$ cat src/rtl/core/scbc_pkg.sv
package scbc_pkg;

  // Opcodes carried by each input word.
  localparam logic [1:0] OP_CLASSIFY = 2'd0;
  localparam logic [1:0] OP_CALIB    = 2'd1;
  localparam logic [1:0] OP_RESTART  = 2'd2;

  // Operations of the shared arithmetic unit.
  typedef logic [1:0] alu_op_t;
  localparam alu_op_t ALU_ADD     = 2'd0;
  localparam alu_op_t ALU_SUB     = 2'd1;
  localparam alu_op_t ALU_ABSDIFF = 2'd2;

  localparam int THRESH_BITS = 15;
  localparam int THRESH_MAX  = 32767;
  localparam int THRESH_GAIN = 20;
  localparam int REST_RESET  = 512;

endpackage

$ cat src/rtl/core/scbc_alu.sv
module scbc_alu #(
  parameter int W = 14
) (
  input  scbc_pkg::alu_op_t op,
  input  logic [W-1:0]      a,
  input  logic [W-1:0]      b,
  output logic [W-1:0]      y
);

  logic [W:0] diff;

  assign diff = {1'b0, a} - {1'b0, b};

  always_comb begin
    unique case (op)
      scbc_pkg::ALU_ADD:     y = a + b;
      scbc_pkg::ALU_SUB:     y = diff[W-1:0];
      scbc_pkg::ALU_ABSDIFF: y = diff[W] ? (b - a) : diff[W-1:0];
      default:               y = diff[W-1:0];
    endcase
  end

endmodule

$ cat src/rtl/core/self_calibrating_bend_classifier.sv
// Self-calibrating bend classifier. Each input word carries an opcode and a
// converter sample. Classify and restart words, and calibration words that do
// not complete calibration, have their result word loaded into the output
// register at acceptance. The calibration word that fills the store starts a
// sequencer around one shared adder/subtractor: it sums the CALIB_SAMPLES
// stored entries, divides the sum by CALIB_SAMPLES with one multiplication
// by a fixed reciprocal, and, when the held threshold is zero, walks the
// store again for the peak deviation and scales it. A final state loads the
// result word; the block accepts no input word until then. A new input word
// is taken in the same cycle as the previous result word leaves the output
// register, so a stalled result channel also holds off the input. Writing
// the configuration register loads the held threshold at once; it should be
// written only while the block is idle.
module self_calibrating_bend_classifier #(
  parameter int CALIB_SAMPLES = 10,
  parameter int SAMPLE_BITS   = 10
) (
  input  logic                                 clk,
  input  logic                                 rst_n,
  input  logic                                 in_valid,
  output logic                                 in_ready,
  input  logic [1:0]                           in_opcode,
  input  logic [SAMPLE_BITS-1:0]               in_sample,
  output logic                                 out_valid,
  input  logic                                 out_ready,
  output logic signed [1:0]                    out_direction,
  output logic                                 out_calibrated,
  output logic [SAMPLE_BITS-1:0]               out_resting_level,
  output logic [scbc_pkg::THRESH_BITS-1:0]     out_active_threshold,
  input  logic                                 cfg_valid,
  output logic                                 cfg_ready,
  input  logic [scbc_pkg::THRESH_BITS-1:0]     cfg_data
);

  localparam int TB   = scbc_pkg::THRESH_BITS;
  localparam int AW   = SAMPLE_BITS + 4;                 // holds the full sum
  localparam int CNTW = $clog2(CALIB_SAMPLES + 1);
  localparam int IW   = (CALIB_SAMPLES > 1) ? $clog2(CALIB_SAMPLES) : 1;
  localparam int CW   = ((SAMPLE_BITS > TB) ? SAMPLE_BITS : TB) + 1;
  localparam int PW   = ((SAMPLE_BITS + 5) > TB) ? (SAMPLE_BITS + 5) : TB;
  // The rounded-up reciprocal gives the exact truncated quotient for any sum
  // that fits in AW bits.
  localparam int DL   = $clog2(CALIB_SAMPLES);
  localparam int DS   = AW + DL;
  localparam int MW   = AW + 2;
  localparam int QW   = AW + MW;
  localparam logic [MW-1:0] RECIP =
    MW'(((longint'(1) << DS) + longint'(CALIB_SAMPLES) - 1) / longint'(CALIB_SAMPLES));
  localparam logic [SAMPLE_BITS-1:0] REST_INIT = SAMPLE_BITS'(scbc_pkg::REST_RESET);
  localparam logic [IW-1:0] LAST_IDX = IW'(CALIB_SAMPLES - 1);

  localparam logic [2:0] ST_IDLE = 3'd0;
  localparam logic [2:0] ST_SUM  = 3'd1;
  localparam logic [2:0] ST_DIV  = 3'd2;
  localparam logic [2:0] ST_DEV  = 3'd3;
  localparam logic [2:0] ST_THR  = 3'd4;
  localparam logic [2:0] ST_FIN  = 3'd5;

  logic [2:0]             state_r, state_nxt;
  logic [IW-1:0]          idx_r, idx_nxt;
  logic [AW-1:0]          acc_r, acc_nxt;
  logic [SAMPLE_BITS-1:0] mean_r, mean_nxt;
  logic [SAMPLE_BITS-1:0] peak_r, peak_nxt;
  logic [CNTW-1:0]        count_r, count_nxt;
  logic                   cal_r, cal_nxt;
  logic [SAMPLE_BITS-1:0] rest_r, rest_nxt;
  logic [TB-1:0]          held_r, held_nxt;
  logic                   ovalid_r, ovalid_nxt;
  logic signed [1:0]      dir_r, dir_nxt;
  logic                   ocal_r, ocal_nxt;
  logic [SAMPLE_BITS-1:0] orest_r, orest_nxt;
  logic [TB-1:0]          othr_r, othr_nxt;

  // The store is read at the sequencer's single index only.
  logic [SAMPLE_BITS-1:0] store_r [CALIB_SAMPLES];

  scbc_pkg::alu_op_t      alu_op;
  logic [AW-1:0]          alu_a, alu_b, alu_y;
  logic [QW-1:0]          prod;
  logic [SAMPLE_BITS-1:0] rd_data;
  logic                   accept;
  logic                   store_we;
  logic [CW-1:0]          sample_x, rest_x, held_x;
  logic [PW-1:0]          scaled;

  assign accept    = in_valid && in_ready;
  assign in_ready  = (state_r == ST_IDLE) && (!ovalid_r || out_ready);
  assign cfg_ready = 1'b1;
  assign rd_data   = store_r[idx_r];
  assign prod      = QW'(acc_r) * QW'(RECIP);
  assign sample_x  = CW'(in_sample);
  assign rest_x    = CW'(rest_r);
  assign held_x    = CW'(held_r);
  assign scaled    = PW'(peak_r) * PW'(scbc_pkg::THRESH_GAIN);
  assign store_we  = accept && (in_opcode == scbc_pkg::OP_CALIB) && !cal_r;

  // Operand selection for the shared unit: summing, then absolute deviation
  // from the mean.
  always_comb begin
    unique case (state_r)
      ST_SUM: begin
        alu_op = scbc_pkg::ALU_ADD;
        alu_a  = acc_r;
        alu_b  = AW'(rd_data);
      end
      ST_DEV: begin
        alu_op = scbc_pkg::ALU_ABSDIFF;
        alu_a  = AW'(rd_data);
        alu_b  = AW'(mean_r);
      end
      default: begin
        alu_op = scbc_pkg::ALU_ADD;
        alu_a  = acc_r;
        alu_b  = '0;
      end
    endcase
  end

  scbc_alu #(.W(AW)) u_alu (
    .op  (alu_op),
    .a   (alu_a),
    .b   (alu_b),
    .y   (alu_y)
  );

  always_comb begin
    state_nxt  = state_r;
    idx_nxt    = idx_r;
    acc_nxt    = acc_r;
    mean_nxt   = mean_r;
    peak_nxt   = peak_r;
    count_nxt  = count_r;
    cal_nxt    = cal_r;
    rest_nxt   = rest_r;
    held_nxt   = held_r;
    ovalid_nxt = ovalid_r && !out_ready;
    dir_nxt    = dir_r;
    ocal_nxt   = ocal_r;
    orest_nxt  = orest_r;
    othr_nxt   = othr_r;

    unique case (state_r)
      ST_IDLE: begin
        if (accept) begin
          // Default result word: state as it stands after this word.
          ovalid_nxt = 1'b1;
          dir_nxt    = 2'sd0;
          ocal_nxt   = cal_r;
          orest_nxt  = rest_r;
          othr_nxt   = held_r;
          case (in_opcode)
            scbc_pkg::OP_CLASSIFY: begin
              if (cal_r) begin
                if (sample_x > rest_x + held_x) begin
                  dir_nxt = 2'sd1;
                end else if (sample_x + held_x < rest_x) begin
                  dir_nxt = -2'sd1;
                end
              end
            end
            scbc_pkg::OP_CALIB: begin
              if (!cal_r) begin
                if (count_r == CNTW'(CALIB_SAMPLES - 1)) begin
                  // Store is full: hold the result until the sequence ends.
                  ovalid_nxt = 1'b0;
                  state_nxt  = ST_SUM;
                  idx_nxt    = '0;
                  acc_nxt    = '0;
                end else begin
                  count_nxt = count_r + CNTW'(1);
                end
              end
            end
            scbc_pkg::OP_RESTART: begin
              cal_nxt   = 1'b0;
              count_nxt = '0;
              ocal_nxt  = 1'b0;
            end
            default: begin
            end
          endcase
        end
      end
      ST_SUM: begin
        acc_nxt = alu_y;
        idx_nxt = idx_r + IW'(1);
        if (idx_r == LAST_IDX) begin
          state_nxt = ST_DIV;
          idx_nxt   = '0;
        end
      end
      ST_DIV: begin
        // Truncated mean: the sum times the reciprocal, scaled back down.
        mean_nxt = prod[DS +: SAMPLE_BITS];
        peak_nxt = '0;
        idx_nxt  = '0;
        if (held_r == '0) begin
          state_nxt = ST_DEV;
        end else begin
          state_nxt = ST_FIN;
        end
      end
      ST_DEV: begin
        if (alu_y[SAMPLE_BITS-1:0] > peak_r) begin
          peak_nxt = alu_y[SAMPLE_BITS-1:0];
        end
        idx_nxt = idx_r + IW'(1);
        if (idx_r == LAST_IDX) begin
          state_nxt = ST_THR;
          idx_nxt   = '0;
        end
      end
      ST_THR: begin
        if (scaled > PW'(scbc_pkg::THRESH_MAX)) begin
          held_nxt = TB'(scbc_pkg::THRESH_MAX);
        end else begin
          held_nxt = scaled[TB-1:0];
        end
        state_nxt = ST_FIN;
      end
      ST_FIN: begin
        rest_nxt   = mean_r;
        cal_nxt    = 1'b1;
        count_nxt  = '0;
        ovalid_nxt = 1'b1;
        dir_nxt    = 2'sd0;
        ocal_nxt   = 1'b1;
        orest_nxt  = mean_r;
        othr_nxt   = held_r;
        state_nxt  = ST_IDLE;
      end
      default: begin
        state_nxt = ST_IDLE;
      end
    endcase

    // The configuration write loads the threshold and wins over a derived value.
    if (cfg_valid && cfg_ready) begin
      held_nxt = cfg_data;
    end
  end

  always_ff @(posedge clk) begin
    if (!rst_n) begin
      state_r  <= ST_IDLE;
      count_r  <= '0;
      cal_r    <= 1'b0;
      rest_r   <= REST_INIT;
      held_r   <= '0;
      ovalid_r <= 1'b0;
    end else begin
      state_r  <= state_nxt;
      count_r  <= count_nxt;
      cal_r    <= cal_nxt;
      rest_r   <= rest_nxt;
      held_r   <= held_nxt;
      ovalid_r <= ovalid_nxt;
    end
  end

  always_ff @(posedge clk) begin
    idx_r   <= idx_nxt;
    acc_r   <= acc_nxt;
    mean_r  <= mean_nxt;
    peak_r  <= peak_nxt;
    dir_r   <= dir_nxt;
    ocal_r  <= ocal_nxt;
    orest_r <= orest_nxt;
    othr_r  <= othr_nxt;
    if (store_we) begin
      store_r[count_r[IW-1:0]] <= in_sample;
    end
  end

  assign out_valid            = ovalid_r;
  assign out_direction        = dir_r;
  assign out_calibrated       = ocal_r;
  assign out_resting_level    = orest_r;
  assign out_active_threshold = othr_r;

endmodule

$ cat config.mk
export PLATFORM = sky130hd
export DESIGN_NAME = self_calibrating_bend_classifier
export DESIGN_NICKNAME = d
export VERILOG_FILES = /design/src/rtl/core/scbc_pkg.sv /design/src/rtl/core/scbc_alu.sv /design/src/rtl/core/self_calibrating_bend_classifier.sv
export SDC_FILE = /design/constraint.sdc
export NUM_CORES = 1
export LEC_CHECK = 0
export BUFFER_PORTS_ARGS = -buffer_cell sky130_fd_sc_hd__buf_4
export CORE_UTILIZATION = 50
export DETAILED_ROUTE_END_ITERATION = 8
export GPL_ROUTABILITY_DRIVEN = 1
export PLACE_DENSITY = 0.67
export SKIP_LAST_GASP = 1
export SYNTH_ARGS = -nofsm -noshare
export SYNTH_HDL_FRONTEND = slang
export SYNTH_SLANG_ARGS = --single-unit
$ cat constraint.sdc
create_clock -name clk -period 8.4 [get_ports clk]
set_clock_uncertainty 0.05 [all_clocks]
set_input_delay 1.68 -clock clk [delete_from_list [all_inputs] [get_ports clk]]
set_output_delay 1.68 -clock clk [all_outputs]
set_load 0.02 [all_outputs]
==> flow_summary_export.csv, run 1 <==
group,metric,value,unit
global_route,grt_usage,0.240,
synth,synth_edf_count,166,
finish,seq_area,5750,um2
drt,vias,10400,
setup_path,cp.required,8610,ps
pwr,p_switching,1.79,mW
setup_path,critPathBufInv,2,
finish,final_util,0.564,
synth,ys_types,82,
placed_design,hpwl,27600,um
drt,drt_iter0_markers,778,
clock_network,ctsHoldBuffers,0,
global_route,antenna_found_initial,0,
die,rows,63,
synth,synth_cells,1408,
placed_design,dp_slack,2000,ps
clock_network,ctsResizeCount,0,
finish,nets,1753,
synth,synth_area,15200,um2
placed_design,portBuffers,61,
pwr,combPwrFrac,0.494,
global_route,grt_max_degree,29,
pwr,swShare,0.388,
timing,period_minus_slack,6390,ps
timing,tightest_slew,1160,ps
run_status,status,"finished, final reports clean",
finish,fillers,2565,
synth,yosysSeqAreaShare,0.377,
finish,multi_input_area,8570,um2
die,io_pins,63,
global_route,grt.overflow.total,0,
synth,yosysWarnings,0,
synth,synth_area_leaders,"edfxtp_1 (33%), ha_1 (16%), fa_1 (8.7%)",
finish,areaGrowthSynthToFinish,10.4,%
die,dieWidth,176,um
drt,final_antenna_net_count,0,
timing,rsz0062_at_grt,"no",
timing,finalWorstSetupSlack,2010,ps
clock_network,clk_pin_slew,60,ps
drt,routed_wl,35600,um
clock_network,post_cts_buffers,0,
global_route,grt_pass1_vias,10600,
synth,synth_top_area_frac,0.327,
synth,synth_nets,1704,
timing,drv_slew,0,
finish,antenna_cells,0,
synth,synth_common_cells,"ha_1 (198), inv_1 (172), edfxtp_1 (166)",
timing,final_hold_viol_count,0,
drt,viasPerCell,5.60,
finish,drive_above_1_share,0.113,
timing,fin_hold_ws,464,ps
setup_path,cp_max_fo,20,
synth,synth_top_flop_cell,"edfxtp_1",
clock_network,cts_tree,"built",
timing,tns,0,ps
synth,yosysMostFrequentCell,"ha_1",
synth,synth.avg_cell_area,10.8,um2
drt,drc_errors,0,
setup_path,cpMaxStageDelayCell,"dfxtp_1",
placed_design,gp_congestion,0.947,
timing,period_share,0.761,
synth,yosys_register_bits,204,
setup_path,start_kind,"flip-flop",
setup_path,crit_family,"compound AO/OA/AOI/OAI gates",
pwr,p_per_area,275,nW/um2
setup_path,crit_chain,"mux4_2 > nor2b_1 > a211oi_1 > a21oi_1 > a21o_1 > inv_1 > ha_1 > inv_1 > fa_1 > a211oi_1 > o21ai_1 > nand3_1 > and4b_1 > mux2_2 > a21oi_1 > o21ai_0 > xor2_1 > ha_1 > a21o_1 > a21o_1 > a21oi_1 > o211ai_1 > a31o_2",
pwr,clockPowerShare,0.230,
die,core,29800,um2
setup_path,endpoint_kind,"flip-flop",
setup_path,crit_type,"reg2reg",
drt,dr.pass1.iters,5,
synth,synth_top_cell_by_area,"edfxtp_1",
clock_network,cts_max_level,1,
pwr,finalPower,4.63,mW
pwr,ir_drop,0.000460,V
timing,slew-limit-headroom,0.221,
run,drv_cap,0,
die,initial_core_util,0.511,
setup_path,worstPathArrival,6600,ps
synth,ys_async_sr_fraction,0,
clock_network,cts_sinks,204,
timing,max_freq,156,MHz
setup_path,slowest_delay,940,ps
timing,final-setup-viol-count,0,
clock_network,clockRootBuffer,"clkbuf_16",
clock_network,clk_latency,540,ps
hold_path,worstHoldPathType,"reg2reg",
drt,wl_per_cell,19.1,um
pwr,sequentialPowerShare,0.276,
global_route,grt_pass1_wl,57200,um
die,die-area,31100,um2
clock_network,cts-buffers-inserted,24,
clock_network,max-clock-path-buffers,3,
die,die_y,176,um
pwr,p_leak,7.44,nW
pwr,p_int,2.83,mW
==> cell type report <==
type	count	area share
clock buffers	28	0.0385
clock inverters	16	0.0104
inverters	176	0.0393
multi-input cells	983	0.510
flip-flops and latches	204	0.342
well taps	390	0.0290
repair buffers	68	0.0304
==> cells in the final DEF, fill, tap and decap left out, types with 6 or more instances in the layout <==
cell type / n
clkinv_2: 7
inv_1: 172
xor2_1: 22
and3_1: 9
dfxtp_1: 37
nor2b_1: 21
nand2b_1: 24
edfxtp_1: 166
and2_1: 21
buf_4: 68
or3_1: 6
a31oi_1: 12
mux2i_1: 35
a21oi_1: 98
nand3_1: 18
mux4_2: 20
ha_1: 198
a211oi_1: 23
o21ai_0: 48
nor3_1: 16
a21o_1: 32
nand4_1: 9
o21ai_1: 9
or2_2: 7
nor2_1: 103
fa_1: 66
xnor2_1: 40
o21bai_1: 9
nand2_1: 56
clkbuf_16: 25
==> flip-flops by register name, indices dropped and copies added, names as in the netlist, named ones only <==
name	flops
acc_r	14
cal_r	1
count_r	4
held_r	15
idx_r	4
mean_r	10
out_active_threshold	15
out_calibrated	1
out_direction	2
out_resting_level	10
out_valid	1
peak_r	10
rest_r	10
state_r	3
store_r	100
==> power groups by stage <==
stage | combinational (mW) | sequential (mW) | clock (mW)
after global routing | 2.66 | 1.28 | 1.12
final | 2.29 | 1.28 | 1.06
after CTS | 2.32 | 1.28 | 1.08
after global placement | 2.25 | 1.30 | 0
after floorplan | 1.77 | 1.27 | 0
after detailed placement | 2.30 | 1.30 | 0
==> final timing paths <==
kind | end | slack, ps | cells after the start | startpoint
hold reg to reg | cal_r | 460 | 2 | cal_r
setup reg to reg | peak_r[0] | 2010 | 23 | flip-flop
hold / removal | cal_r | 460 | 2 | cal_r
setup / recovery | peak_r[0] | 2010 | 23 | flip-flop
==> metal layers <==
layer / vias to the layer above / track usage / share of wire / wire, um
met5: - / 0 / 0 / 0
met4: 0 / 0.0858 / 0.033 / 1170
met3: 76 / 0.0332 / 0.053 / 1900
met2: 285 / 0.403 / 0.47 / 16900
met1: 5035 / 0.315 / 0.44 / 15700
li1: 5053 / - / - / -
==> through the flow <==
step | area [um2] | cells
finish | 16800 | 1865
global route | 16800 | 1865
CTS | 16800 | 1865
detailed placement | 16000 | 1821
global placement | 16000 | 1821
floorplan | 15200 | 1408
==> worst reg2reg max path, stage by stage, from the launching register on <==
cell      delay [ps]
dfxtp_1          940
mux4_2           410
nor2b_1          140
a211oi_1         230
a21oi_1          100
a21o_1           260
inv_1             60
ha_1             140
inv_1             60
fa_1             420
a211oi_1         300
o21ai_1          160
nand3_1           80
and4b_1          610
mux2_2           400
a21oi_1          180
o21ai_0          120
xor2_1           230
ha_1             300
a21o_1           170
a21o_1           170
a21oi_1          140
o211ai_1         100
a31o_2           350
==> cell families after synthesis <==
| logic type | count (synthesis) | synth area share |
|---|---|---|
| AOI/OAI and AO/OA | 283 | 0.118 |
| xor gates and xnor gates | 62 | 0.0357 |
| adders and majority gates | 264 | 0.250 |
| buffers and inverters | 221 | 0.0593 |
| DFF | 204 | 0.377 |
| muxes | 59 | 0.0556 |
| other | 1 | 0.000246 |
| and+or+nand+nor | 314 | 0.104 |
No activity file was read; power rests on OpenSTA's default activity.
==> run 2, diff against run 1 <==
Clock period 8.4 ns to 6 ns, I/O delays scaled along.
==> flow_summary_export.csv, run 2 (synthesized netlist as in run 1, its figures left out) <==
group,metric,value,unit
pwr,p_per_area,393,nW/um2
die,io_pins,63,
drt,wl_per_cell,18.5,um
global_route,grt_pass1_wl,55600,um
clock_network,max-clock-path-buffers,3,
drt,vias,10500,
timing,slew-limit-headroom,0.221,
timing,rsz0062_at_grt,"no",
die,core,29800,um2
clock_network,clk_pin_slew,60,ps
die,die_y,176,um
setup_path,cp.required,6230,ps
timing,final-setup-viol-count,0,
finish,final_util,0.575,
clock_network,cts_tree,"built",
finish,drive_above_1_share,0.134,
clock_network,clockRootBuffer,"clkbuf_16",
die,rows,63,
timing,period_minus_slack,5710,ps
placed_design,hpwl,27600,um
run,drv_cap,0,
global_route,grt.overflow.total,0,
drt,viasPerCell,5.55,
timing,max_freq,175,MHz
clock_network,cts-buffers-inserted,24,
finish,final_cells,1893,
global_route,grt_pass1_vias,10500,
hold_path,worstHoldPathType,"reg2reg",
setup_path,cp_max_fo,3,
timing,final_hold_viol_count,0,
timing,tightest_slew,1170,ps
finish,largest_reg_flops,100,
global_route,grt_max_degree,29,
setup_path,start_kind,"flip-flop",
finish,final_cell_area,17100,um2
placed_design,portBuffers,61,
global_route,grt_usage,0.230,
timing,tns,0,ps
timing,period_share,0.951,
clock_network,cts_max_level,1,
timing,fin_hold_ws,465,ps
hold_path,whs_path_depth,2,
run_status,status,"finished, final reports clean",
die,die-area,31100,um2
drt,dr.pass1.iters,5,
clock_network,clk_latency,540,ps
timing,drv_slew,0,
placed_design,gp_congestion,0.898,
placed_design,place_inst,1846,
finish,areaGrowthSynthToFinish,12.6,%
drt,drc_errors,0,
finish,nets,1781,
setup_path,endpoint_kind,"flip-flop",
finish,final_cell_mix,"ha_1 (197), inv_1 (172), edfxtp_1 (166)",
setup_path,r2r_cells,20,
setup_path,worstPathArrival,5940,ps
global_route,antenna_found_initial,0,
setup_path,crit_type,"reg2reg",
drt,drt_iter0_markers,716,
die,dieWidth,176,um
drt,routed_wl,34900,um
finish,antenna_cells,0,
placed_design,dpl_cell_area,16200,um2
clock_network,cts_sinks,204,
pwr,ir_drop,0.000437,V
finish,final_common_cell,"ha_1",
pwr,p_leak,7.63,nW
die,initial_core_util,0.511,
drt,final_antenna_net_count,0,
## run 2: cell count changes in the layout (fill, tap and decap cells not counted), moves of 2 or more
cell / change
a211oi_1: -2
a211oi_2: +2
buf_4: +27
bufinv_16: +5
clkbuf_1: -2
## run 2: worst paths after layout
check                  start         end  slack [ps]
hold reg to reg   count_r[3]  count_r[3]         460
setup / recovery   acc_r[12]   mean_r[8]         290
hold / removal    count_r[3]  count_r[3]         460
setup reg to reg   acc_r[12]   mean_r[8]         290
## run 2: area by class of cell
class	instances	area, um2
clock buffer	24	601
clock inverter	20	315
fill	2494	12700
inverter	176	661
multi-input combinational	983	8590
tap	390	488
timing repair buffer	96	733
sequential	204	5750
## run 2: metal layers
| layer | routed length, um | vias up | part of all wire | track usage |
|---|---|---|---|---|
| li1 | - | 5116 | - | - |
| met1 | 15900 | 5081 | 0.46 | 0.317 |
| met2 | 16800 | 265 | 0.48 | 0.391 |
| met3 | 1420 | 48 | 0.041 | 0.0196 |
| met4 | 765 | 0 | 0.022 | 0.0596 |
| met5 | 0 | - | 0 | 0 |
## run 2: timing repair
| item | 4_1_cts | 5_1_grt |
|---|---|---|
| setup endpoints to repair | 10 | 13 |
| hold endpoints to repair | 0 | 0 |
| gates resized for setup | 1 | 5 |
| setup buffers | 0 | 3 |
| hold buffers | 0 | 0 |
## run 2: worst max-delay path, cell delays in order, from the launching register on
cell	delay [ps]
edfxtp_1	410
buf_4	170
fa_1	490
inv_1	50
fa_1	470
fa_1	430
fa_1	540
inv_1	70
fa_1	510
inv_1	50
fa_1	490
inv_1	40
ha_1	280
and4_1	240
nand2_1	80
or3_1	410
o21ai_2	200
nand3_1	120
nand3b_1	150
a21oi_1	90
xnor2_1	130
## run 2: where the power goes
part / switching (mW) / leakage (nW) / total (mW) / internal (mW)
Combinational: 1.83 / 5.34 / 3.31 / 1.48
Clock: 0.613 / 0.452 / 1.66 / 1.05
Sequential: 0.0730 / 1.83 / 1.76 / 1.69
## run 2: stage by stage
stage	power (mW)	worst slack, ps
3_3_place_gp	5.01	196
2_1_floorplan	4.25	536
4_1_cts	6.76	84.2
3_5_place_dp	5.09	66.9
5_1_grt	7.29	8.19
6_report	6.73	294
==> run 3, diff against run 2 <==
Settings changed: GPL_TIMING_DRIVEN set to 0.
==> flow_summary_export.csv, run 3 (synthesized netlist as in run 1, its figures left out) <==
group,metric,value,unit
drt,dr.pass1.iters,4,
die,rows,63,
drt,drt_iter0_markers,614,
global_route,antenna_found_initial,1,
finish,areaGrowthSynthToFinish,12.2,%
die,core,29800,um2
drt,wl_per_cell,18.6,um
clock_network,clockRootBuffer,"clkbuf_16",
clock_network,max-clock-path-buffers,3,
finish,final_common_cell,"ha_1",
clock_network,cts_sinks,204,
finish,largest_reg_flops,100,
pwr,clockPowerShare,0.212,
hold_path,worstHoldPathType,"reg2reg",
timing,period_minus_slack,5790,ps
finish,nets,1801,
pwr,ir_drop,0.000475,V
setup_path,cp.required,6240,ps
timing,final-setup-viol-count,0,
drt,final_antenna_net_count,0,
setup_path,r2r-end,"mean_r[8]",
timing,tightest_slew,1320,ps
setup_path,crit_chain,"ha_4 > inv_1 > fa_1 > inv_1 > fa_1 > inv_1 > fa_1 > inv_1 > fa_1 > inv_1 > fa_1 > inv_1 > ha_1 > and4_1 > nand2_1 > or3_1 > o21ai_2 > nand3_1 > nand3b_1 > a21oi_1 > xnor2_1",
die,die_y,176,um
run_status,status,"finished, final reports clean",
drt,routed_wl,35500,um
clock_network,clk_latency,540,ps
timing,slew-limit-headroom,0.118,
finish,antenna_cells,0,
pwr,p_int,3.96,mW
placed_design,portBuffers,60,
die,dieWidth,176,um
pwr,swShare,0.396,
global_route,grt_pass1_vias,10600,
die,initial_core_util,0.511,
setup_path,start_kind,"flip-flop",
timing,max_freq,173,MHz
die,die-area,31100,um2
placed_design,place_inst,1858,
finish,final_cell_mix,"ha_1 (197), inv_1 (172), edfxtp_1 (166)",
global_route,grt_pass1_wl,55900,um
setup_path,worstPathArrival,6030,ps
setup_path,crit_family,"adder cells",
setup_path,rrSetupSlack,210,ps
clock_network,cts-buffers-inserted,22,
clock_network,ctsHoldBuffers,0,
global_route,grt_usage,0.233,
setup_path,critPathBufInv,6,
setup_path,cp_common_cell,"inv_1",
die,io_pins,63,
finish,fillers,2524,
clock_network,cts_max_level,1,
setup_path,cp_num_cells,21,
timing,tns,0,ps
global_route,grt_max_degree,29,
timing,drv_slew,0,
setup_path,r2r_cells,21,
setup_path,endpoint_kind,"flip-flop",
setup_path,cp_max_fo,4,
timing,period_share,0.965,
run,drv_cap,0,
setup_path,crit_start,"acc_r[8]",
global_route,grt.overflow.total,0,
hold_path,whs_path_depth,0,
clock_network,clk_pin_slew,60,ps
pwr,p_per_area,384,nW/um2
placed_design,hpwl,27700,um
drt,viasPerCell,5.56,
finish,seq_area,5750,um2
setup_path,crit_type,"reg2reg",
finish,multi_input_area,8630,um2
drt,drc_errors,0,
setup_path,r2r_start,"acc_r[8]",
finish,final_cells,1911,
pwr,combPwrFrac,0.522,
drt,vias,10600,
timing,final_hold_viol_count,0,
pwr,p_switching,2.60,mW
clock_network,cts_tree,"built",
pwr,sequentialPowerShare,0.266,
setup_path,cpMaxStageDelayCell,"fa_1",
placed_design,gp_congestion,0.887,
finish,drive_above_1_share,0.130,
setup_path,slowest_delay,570,ps
setup_path,endpoint,"mean_r[8]",
pwr,p_leak,7.56,nW
## run 3: power by group through the flow
stage	Clock (mW)	Sequential [mW]	Combinational, mW
finish	1.39	1.75	3.43
global placement	0	1.78	3.29
CTS	1.41	1.75	3.42
floorplan	0	1.78	2.47
detailed placement	0	1.78	3.38
global route	1.46	1.75	3.92
## run 3: timing repair
action,4_1_cts,5_1_grt
buffers inserted,0,12
gates resized for setup,10,10
setup endpoints to repair,12,16
pin swaps,0,6
cloned,0,1
## run 3: how the worst min path moves through the flow
stage	from	endpoint	slack (ps)
floorplan	held_r[10]	out_active_threshold[10]	360
global placement	held_r[10]	out_active_threshold[10]	380
detailed placement	held_r[10]	out_active_threshold[10]	370
CTS	held_r[10]	out_active_threshold[10]	390
global route	held_r[10]	out_active_threshold[10]	400
finish	held_r[10]	out_active_threshold[10]	390
## run 3: cell type report
cell class,instances,share of cell area
buffer,45,0.0155
clock buffer,25,0.0329
clock inverter,15,0.0111
inverter,176,0.0387
multi-input combinational,984,0.505
sequential,204,0.336
tap,390,0.0286
timing repair buffer,72,0.0316
## run 3: per-stage QoR
stage / instance area, um2 / power [mW] / util / hold WS, ps / setup slack [ps]
2_1_floorplan: 15200 / 4.25 / - / 356 / 536
3_3_place_gp: 16200 / 5.06 / 0.542 / 377 / -320
3_5_place_dp: 16200 / 5.16 / 0.542 / 370 / -320
4_1_cts: 16900 / 6.58 / 0.568 / 391 / 0.800
5_1_grt: 17100 / 7.13 / 0.573 / 401 / -26.1
6_report: 17100 / 6.56 / 0.573 / 392 / 208
## run 3: per-layer routing
layer | vias up | GRT usage | wire length, um
met5 | - | 0 | 0
met4 | 0 | 0.0851 | 1250
met3 | 73 | 0.0267 | 1750
li1 | 5162 | - | -
met2 | 276 | 0.387 | 16600
met1 | 5109 | 0.315 | 16000
